$ cat config.mk
export PLATFORM = sky130hd
export DESIGN_NAME = dat_ctrl
export DESIGN_NICKNAME = d
export VERILOG_FILES = /design/src/rtl/dat_pkg.sv /design/src/rtl/dat_ctrl.sv
export SDC_FILE = /design/constraint.sdc
export NUM_CORES = 1
export LEC_CHECK = 0
export ABC_AREA = 1
export ABC_CLOCK_PERIOD_IN_PS = 2600
export CORE_AREA = 2 2 39 41
export DETAILED_ROUTE_END_ITERATION = 8
export DIE_AREA = 0 0 41 43
export DONT_BUFFER_PORTS = 1
export SYNTH_ARGS = -nofsm -noshare
export SYNTH_HDL_FRONTEND = slang
export SYNTH_SLANG_ARGS = --single-unit
$ cat constraint.sdc
create_clock -name i_clk -period 2.6 [get_ports i_clk]
set_input_delay 0.52 -clock i_clk [delete_from_list [all_inputs] [get_ports i_clk]]
set_output_delay 0.52 -clock i_clk [all_outputs]
set_load 0.03 [all_outputs]
$ cat src/rtl/dat_pkg.sv
package dat_pkg;

    // Default table size, handed to the top level as its parameter default
    localparam int TABLE_DEPTH_DEF = 64;

    // Fixed field widths of the item and result beats
    localparam int ADDR_W  = 48;
    localparam int RSSI_W  = 8;
    localparam int TIME_W  = 32;
    localparam int PKT_W   = 32;
    localparam int SLOT_W  = 6;
    localparam int COUNT_W = 7;

    // Action codes
    localparam logic [1:0] ACT_REPORT = 2'd0;
    localparam logic [1:0] ACT_READ   = 2'd1;
    localparam logic [1:0] ACT_CLEAR  = 2'd2;

    // Result status codes
    localparam logic [2:0] ST_UPDATED  = 3'd0;
    localparam logic [2:0] ST_INSERTED = 3'd1;
    localparam logic [2:0] ST_DROPPED  = 3'd2;
    localparam logic [2:0] ST_READ_OK  = 3'd3;
    localparam logic [2:0] ST_READ_ERR = 3'd4;
    localparam logic [2:0] ST_CLEARED  = 3'd5;

    typedef struct packed {
        logic [1:0]               action;
        logic [ADDR_W-1:0]        raw_address;
        logic signed [RSSI_W-1:0] signal_strength;
        logic [TIME_W-1:0]        timestamp_ms;
        logic [SLOT_W-1:0]        read_index;
    } t_item;

    typedef struct packed {
        logic [2:0]               status;
        logic [SLOT_W-1:0]        slot;
        logic [COUNT_W-1:0]       entry_count;
        logic [ADDR_W-1:0]        entry_address;
        logic signed [RSSI_W-1:0] entry_strength;
        logic [TIME_W-1:0]        entry_last_seen;
        logic [PKT_W-1:0]         entry_packets;
    } t_result;

    // One table entry as held in the memory
    typedef struct packed {
        logic [ADDR_W-1:0]        address;
        logic signed [RSSI_W-1:0] strength;
        logic [TIME_W-1:0]        last_seen;
        logic [PKT_W-1:0]         packets;
    } t_entry;

    typedef enum logic [1:0] {
        S_IDLE,
        S_DECODE,
        S_SEARCH,
        S_READ
    } t_state;

    // Commands from controller to datapath
    typedef struct packed {
        logic load;        // capture the input beat
        logic scan_init;   // rewind the scan pointer
        logic scan_step;   // issue next scan read, compare previous
        logic upd;         // write back hit entry, emit updated
        logic ins;         // append new entry, emit inserted
        logic drop;        // emit dropped
        logic rd_req;      // read entry at index
        logic rd_emit;     // emit read data
        logic rd_err;      // emit range error
        logic clear;       // empty the table, emit cleared
    } t_dp_cmd;

    // Status from datapath to controller
    typedef struct packed {
        logic [1:0] action;
        logic       idx_ok;
        logic       hit;
        logic       scan_done;
        logic       full;
    } t_dp_stat;

    // Reverse byte order of a received address into display order
    function automatic logic [ADDR_W-1:0] swap_bytes(input logic [ADDR_W-1:0] raw);
        logic [ADDR_W-1:0] r;
        r = '0;
        for (int k = 0; k < ADDR_W / 8; k++) begin
            r[8*(ADDR_W/8-1-k) +: 8] = raw[8*k +: 8];
        end
        return r;
    endfunction

endpackage

$ cat src/rtl/dat_ctrl.sv
module dat_ctrl (
    input  logic              i_clk,
    input  logic              i_rst_n,
    input  logic              i_start,
    input  dat_pkg::t_dp_stat i_stat,
    output logic              o_busy,
    output dat_pkg::t_dp_cmd  o_cmd
);

    dat_pkg::t_state r_state;
    dat_pkg::t_state n_state;

    always_ff @(posedge i_clk) begin
        if (!i_rst_n) begin
            r_state <= dat_pkg::S_IDLE;
        end else begin
            r_state <= n_state;
        end
    end

    always_comb begin
        n_state = r_state;
        case (r_state)
            dat_pkg::S_IDLE: begin
                if (i_start) n_state = dat_pkg::S_DECODE;
            end
            dat_pkg::S_DECODE: begin
                case (i_stat.action)
                    dat_pkg::ACT_REPORT: n_state = dat_pkg::S_SEARCH;
                    dat_pkg::ACT_READ: begin
                        n_state = i_stat.idx_ok ? dat_pkg::S_READ : dat_pkg::S_IDLE;
                    end
                    default: n_state = dat_pkg::S_IDLE;
                endcase
            end
            dat_pkg::S_SEARCH: begin
                if (i_stat.hit || i_stat.scan_done) n_state = dat_pkg::S_IDLE;
            end
            dat_pkg::S_READ: n_state = dat_pkg::S_IDLE;
            default: n_state = dat_pkg::S_IDLE;
        endcase
    end

    always_comb begin
        o_cmd  = '0;
        o_busy = (r_state != dat_pkg::S_IDLE);
        case (r_state)
            dat_pkg::S_IDLE: begin
                o_cmd.load = i_start;
            end
            dat_pkg::S_DECODE: begin
                case (i_stat.action)
                    dat_pkg::ACT_REPORT: o_cmd.scan_init = 1'b1;
                    dat_pkg::ACT_READ: begin
                        o_cmd.rd_req = i_stat.idx_ok;
                        o_cmd.rd_err = !i_stat.idx_ok;
                    end
                    dat_pkg::ACT_CLEAR: o_cmd.clear = 1'b1;
                    default: o_cmd = '0;
                endcase
            end
            dat_pkg::S_SEARCH: begin
                if (i_stat.hit) begin
                    o_cmd.upd = 1'b1;
                end else if (i_stat.scan_done) begin
                    o_cmd.ins  = !i_stat.full;
                    o_cmd.drop = i_stat.full;
                end else begin
                    o_cmd.scan_step = 1'b1;
                end
            end
            dat_pkg::S_READ: o_cmd.rd_emit = 1'b1;
            default: o_cmd = '0;
        endcase
    end

endmodule

==> results of run 1 <==
-- layout by cell type, fill, tap and decap left out, drive strengths merged --
cell and count:
inv 10, nor2 7, nand2 5, nor3 4, buf 4, nand3 3
clkbuf 3, a21oi 2, dfxtp 2, or2 1
-- area by class of cell --
cell class	instances	area, um2	area share (%)
Clock buffer	3	22.5	8.29
Inverter	10	37.5	13.8
Timing Repair Buffer	4	30.0	11.1
Multi-Input combinational cell	22	121	44.7
Tap cell	16	20.0	7.37
Sequential cell	2	40.0	14.7
-- logic make-up (layout without fill, tap and decap cells) --
group	Yosys count	count (layout)
DFF	2	2
and+or+nand+nor	20	20
buffers and inverters	10	17
AOI/OAI and AO/OA	2	2
-- metal layers --
layer | GRT usage (%) | vias up | wire (um)
met5 | 0 | - | 0
met4 | 6.00 | 0 | 0
met3 | 2.62 | 0 | 46
met2 | 9.69 | 10 | 274
met1 | 8.31 | 97 | 246
li1 | - | 117 | -
-- worst paths after layout --
| check | from | to | slack [ns] | cells past startpoint |
|---|---|---|---|---|
| max | r_state[1]$_SDFFE_PN0P_ | o_cmd[4] | 0.80 | 4 |
| min | i_rst_n | r_state[0]$_SDFFE_PN0P_ | 0.45 | 2 |
| max reg2reg | r_state[0]$_SDFFE_PN0P_ | r_state[0]$_SDFFE_PN0P_ | 1.52 | 4 |
| min reg2reg | r_state[1]$_SDFFE_PN0P_ | r_state[1]$_SDFFE_PN0P_ | 0.68 | 4 |
-- power groups by stage --
stage	combinational (mW)	sequential, mW	clock, mW
3_5_place_dp	0.0296	0.0346	0
2_1_floorplan	0.0255	0.0342	0
6_report	0.0293	0.0342	0.0679
5_1_grt	0.0323	0.0346	0.0761
4_1_cts	0.0297	0.0342	0.0738
3_3_place_gp	0.0292	0.0345	0
-- critical path: stages, from the launching register on --
cell and delay, ns:
dfxtp_1 0.34, inv_1 0.08, nor2_1 0.12, nand2_1 0.08, nor2_1 0.44
-- per-stage QoR --
stage	worst slack, ns	total power [mW]	hold slack [ns]
after CTS	0.773	0.138	0.440
after floorplan	0.772	0.0597	0.619
final	0.801	0.131	0.450
after detailed placement	0.969	0.0642	0.680
after global placement	0.985	0.0637	0.676
after global routing	0.671	0.143	0.453
==> results.py, run 1 <==
metrics = {
    "sta": {
        "finalMaxSlewViolations": 0,
        "rsz0062_at_grt": "false",
        "setup_viol": 0,
        "min_period_over_period_pct": 69.2,
        "timing.fmax_mhz": 556,
        "final.min_clock_period_ns": 1.80,
        "relSlewSlack_pct": 62.3,
        "final.setup.tns_ns": 0,
        "worstMarginPinSlew_ns": 0.563,
        "fin_skew_ns": 0.000472,
        "hold_viol_final": 0,
    },
    "place": {
        "post_dp_cell_area_um2": 249,
        "dp_cells": 54,
        "gp_congestion": 0.631,
        "dp_hpwl_um": 477,
        "place.port_buffers": 0,
    },
    "synthesis": {
        "synthMuxAreaShare_pct": 0,
        "synth_top_family_by_area": "simple AND/OR/NAND/NOR gates",
        "synth_compound_area_share_pct": 5.03,
        "netlist_top_cells_area": "dfxtp_1, inv_1, nor2_4",
        "synthArstFlopShare_pct": 0,
        "yosys-top-cells-count": "inv_1, nand2_1, nor3_1",
        "syn_area_per_cell_um2": 5.85,
        "ys_ff_latch": 2,
        "netlist_area_um2": 199,
        "synth_edf_count": 0,
        "yosys.cell_types.count": 11,
        "synth_fa_ha_area_share_pct": 0,
        "synth_most_common_cell": "inv_1",
        "synth-simple-area-share_pct": 56.0,
        "ys.flop_type": "dfxtp_1",
        "yosys.area.top_type": "dfxtp_1",
        "yosysSeqAreaShare_pct": 20.1,
        "synthesis.nets": 43,
        "yosysWarnings": 0,
        "synth_xor_area_share_pct": 0,
        "synth_top_area_share_pct": 20.1,
        "synthCells": 34,
    },
    "route": {
        "dr.pass1.iters": 2,
        "antenna_left": 0,
        "drc": 0,
        "routed_wl_um": 567,
        "vias": 224,
        "viasPerCell": 3.93,
        "drt_iter0_drc": 2,
        "wl_per_cell_um": 9.95,
    },
    "floorplan": {
        "initial_core_util_pct": 14.4,
        "rows": 14,
        "die_x_um": 41,
        "io_pins": 20,
        "die_y_um": 43,
        "core_region_area_um2": 1380,
        "dieArea_um2": 1760,
    },
    "critical_path": {
        "critPathArrivalTime_ns": 1.28,
        "worstPathMaxFanout": 3,
        "cp.required_ns": 2.08,
        "crit_path_end_kind": "primary output",
        "crit_type": "register to primary output",
        "cp-start-kind": "register",
    },
    "finish": {
        "nets": 52,
        "finalNonFillerCells": 57,
        "num_antenna_cells": 0,
        "design_area_um2": 272,
        "top_register": "r_state",
        "drive_above_1_share_pct": 31.7,
        "largest_registers": "r_state x2",
        "fillers": 164,
        "largest_reg_flops": 2,
        "utilization_pct": 19.6,
        "area_growth_pct": 36.5,
    },
    "global_route": {
        "overflow": 0,
        "grt_pass1_wl_um": 828,
        "grt_max_degree": 6,
        "first_global_vias": 200,
        "grt_usage_pct": 7.11,
        "antenna_found_initial": 0,
    },
    "clock_network": {
        "clk_latency_ns": 0.22,
        "clk_path_buf_depth": 2,
        "cts_setup_buffers": 0,
        "htreeDepth": 1,
        "post_cts_resize_count": 0,
        "cts_tree": "yes",
        "cts_inserted_buffers": 3,
        "cts_root_buf": "clkbuf_4",
        "clkTransAtPathRegs_ns": 0.03,
        "cts_sinks": 2,
        "ctsHoldBuffers": 0,
    },
    "pwr": {
        "clkPwrFrac_pct": 51.7,
        "vdd_drop_max_mv": 0.112,
        "power_frac_comb_pct": 22.3,
        "p_seq_share_pct": 26.0,
        "sw_frac_of_total_pct": 30.2,
        "switchingPower_uw": 39.7,
        "p_per_area_nw_per_um2": 484,
        "p_leak_nw": 0.146,
        "p_int_uw": 91.7,
    },
    "run": {
        "drv_cap": 0,
    },
    "status": {
        "status": "finished clean",
    },
    "worst_hold_path": {
        "min_path_type": "input port to register",
    },
}
Note: power is estimated with default switching activity, not from simulation.
==> run 2, diff against run 1 <==
Settings changed: ABC_CLOCK_PERIOD_IN_PS 2600 to 1800.
Clock period 2.6 ns to 1.8 ns, I/O delays scaled along.
==> results.py, run 2 (synthesized netlist as in run 1, its figures left out) <==
metrics = {
    "clock_network": {
        "post_cts_resize_count": 0,
        "cts_root_buf": "clkbuf_4",
        "htreeDepth": 1,
        "clk_path_buf_depth": 2,
        "clk_latency_ns": 0.23,
        "cts_inserted_buffers": 3,
        "cts_setup_buffers": 0,
        "cts_sinks": 2,
        "clkTransAtPathRegs_ns": 0.03,
        "cts_tree": "yes",
        "ctsHoldBuffers": 0,
    },
    "sta": {
        "relSlewSlack_pct": 82.4,
        "timing.fmax_mhz": 651,
        "worstMarginPinSlew_ns": 0.263,
        "final.setup.tns_ns": 0,
        "fin_skew_ns": 0.00144,
        "min_period_over_period_pct": 85.3,
        "finalMaxSlewViolations": 0,
        "rsz0062_at_grt": "false",
        "final.min_clock_period_ns": 1.54,
        "hold_viol_final": 0,
        "setup_viol": 0,
    },
    "pwr": {
        "power_frac_comb_pct": 22.3,
        "switchingPower_uw": 59.1,
        "vdd_drop_max_mv": 0.119,
        "p_int_uw": 133,
        "p_seq_share_pct": 25.7,
        "p_leak_nw": 0.157,
        "p_per_area_nw_per_um2": 671,
        "sw_frac_of_total_pct": 30.7,
        "clkPwrFrac_pct": 52.1,
    },
    "route": {
        "routed_wl_um": 526,
        "drc": 0,
        "drt_iter0_drc": 1,
        "antenna_left": 0,
        "vias": 226,
        "wl_per_cell_um": 8.92,
        "dr.pass1.iters": 2,
        "viasPerCell": 3.83,
    },
    "finish": {
        "top_register": "r_state",
        "layout_commonest_cell": "inv_1",
        "nets": 54,
        "utilization_pct": 20.7,
        "multi_input_area_um2": 121,
        "fillers": 167,
        "final_cell_mix": "inv_1, buf_4, nor3_1, nand2_1",
        "largest_registers": "r_state x2",
        "seq_area_um2": 40.0,
        "drive_above_1_share_pct": 34.9,
        "area_growth_pct": 44.0,
        "finalNonFillerCells": 59,
        "largest_reg_flops": 2,
        "num_antenna_cells": 0,
        "design_area_um2": 287,
    },
    "global_route": {
        "first_global_vias": 201,
        "overflow": 0,
        "antenna_found_initial": 0,
        "grt_pass1_wl_um": 772,
        "grt_max_degree": 6,
        "grt_usage_pct": 6.93,
    },
    "critical_path": {
        "critPathArrivalTime_ns": 1.18,
        "rrSetupSlack_ns": 0.73,
        "crit_path_end_kind": "primary output",
        "cp.required_ns": 1.44,
        "cp-start-kind": "register",
        "worstPathMaxFanout": 3,
        "crit_type": "register to primary output",
    },
    "place": {
        "dp_hpwl_um": 464,
        "post_dp_cell_area_um2": 264,
        "place.port_buffers": 0,
        "gp_congestion": 0.613,
        "dp_cells": 56,
    },
    "floorplan": {
        "rows": 14,
        "initial_core_util_pct": 14.4,
        "io_pins": 20,
        "dieArea_um2": 1760,
        "die_x_um": 41,
        "die_y_um": 43,
        "core_region_area_um2": 1380,
    },
    "worst_hold_path": {
        "min_path_type": "input port to register",
    },
    "status": {
        "status": "finished clean",
    },
    "run": {
        "drv_cap": 0,
    },
}
run 2: cell count changes in the layout (fill, tap and decap cells not counted), sizes merged:
cell  delta
buf      +2
run 2: power by group through the flow:
stage / sequential, mW / clock (mW) / combinational (mW)
global placement: 0.0499 / 0 / 0.0428
finish: 0.0493 / 0.100 / 0.0429
detailed placement: 0.0498 / 0 / 0.0434
global route: 0.0495 / 0.112 / 0.0469
CTS: 0.0493 / 0.106 / 0.0436
floorplan: 0.0494 / 0 / 0.0368
run 2: layout make-up:
type / count / area share [%]
Tap cell: 16 / 6.99
Timing Repair Buffer: 6 / 15.7
Clock buffer: 3 / 7.86
Inverter: 10 / 13.1
Sequential cell: 2 / 14.0
Multi-Input combinational cell: 22 / 42.4
run 2: metrics by stage:
stage	hold WS [ns]	power [mW]	setup slack, ns
2_1_floorplan	0.506	0.0862	0.211
3_3_place_gp	0.516	0.0927	0.526
3_5_place_dp	0.532	0.0933	0.496
4_1_cts	0.295	0.199	0.248
5_1_grt	0.301	0.209	0.173
6_report	0.294	0.192	0.264
run 2: worst max-delay path: stages (launching register included):
cell	delay [ns]
dfxtp_1	0.34
inv_1	0.08
nor2_1	0.12
nand2_1	0.08
nor3_1	0.15
buf_4	0.19
run 2: per-layer routing:
layer,global-route usage [%],vias to the layer above,routed length [um]
met4,8.00,0,15
met3,1.57,2,36
met5,0,-,0
met1,9.00,92,222
met2,8.13,12,251
li1,-,120,-
run 2: path summary, 6_finish.rpt:
kind | cells past startpoint | to | start
worst max register to register | 4 | r_state[0]$_SDFFE_PN0P_ | r_state[0]$_SDFFE_PN0P_
worst min register to register | 4 | r_state[1]$_SDFFE_PN0P_ | r_state[1]$_SDFFE_PN0P_
worst min-delay path | 2 | r_state[0]$_SDFFE_PN0P_ | i_rst_n
worst max-delay path | 5 | o_cmd[5] | r_state[1]$_SDFFE_PN0P_
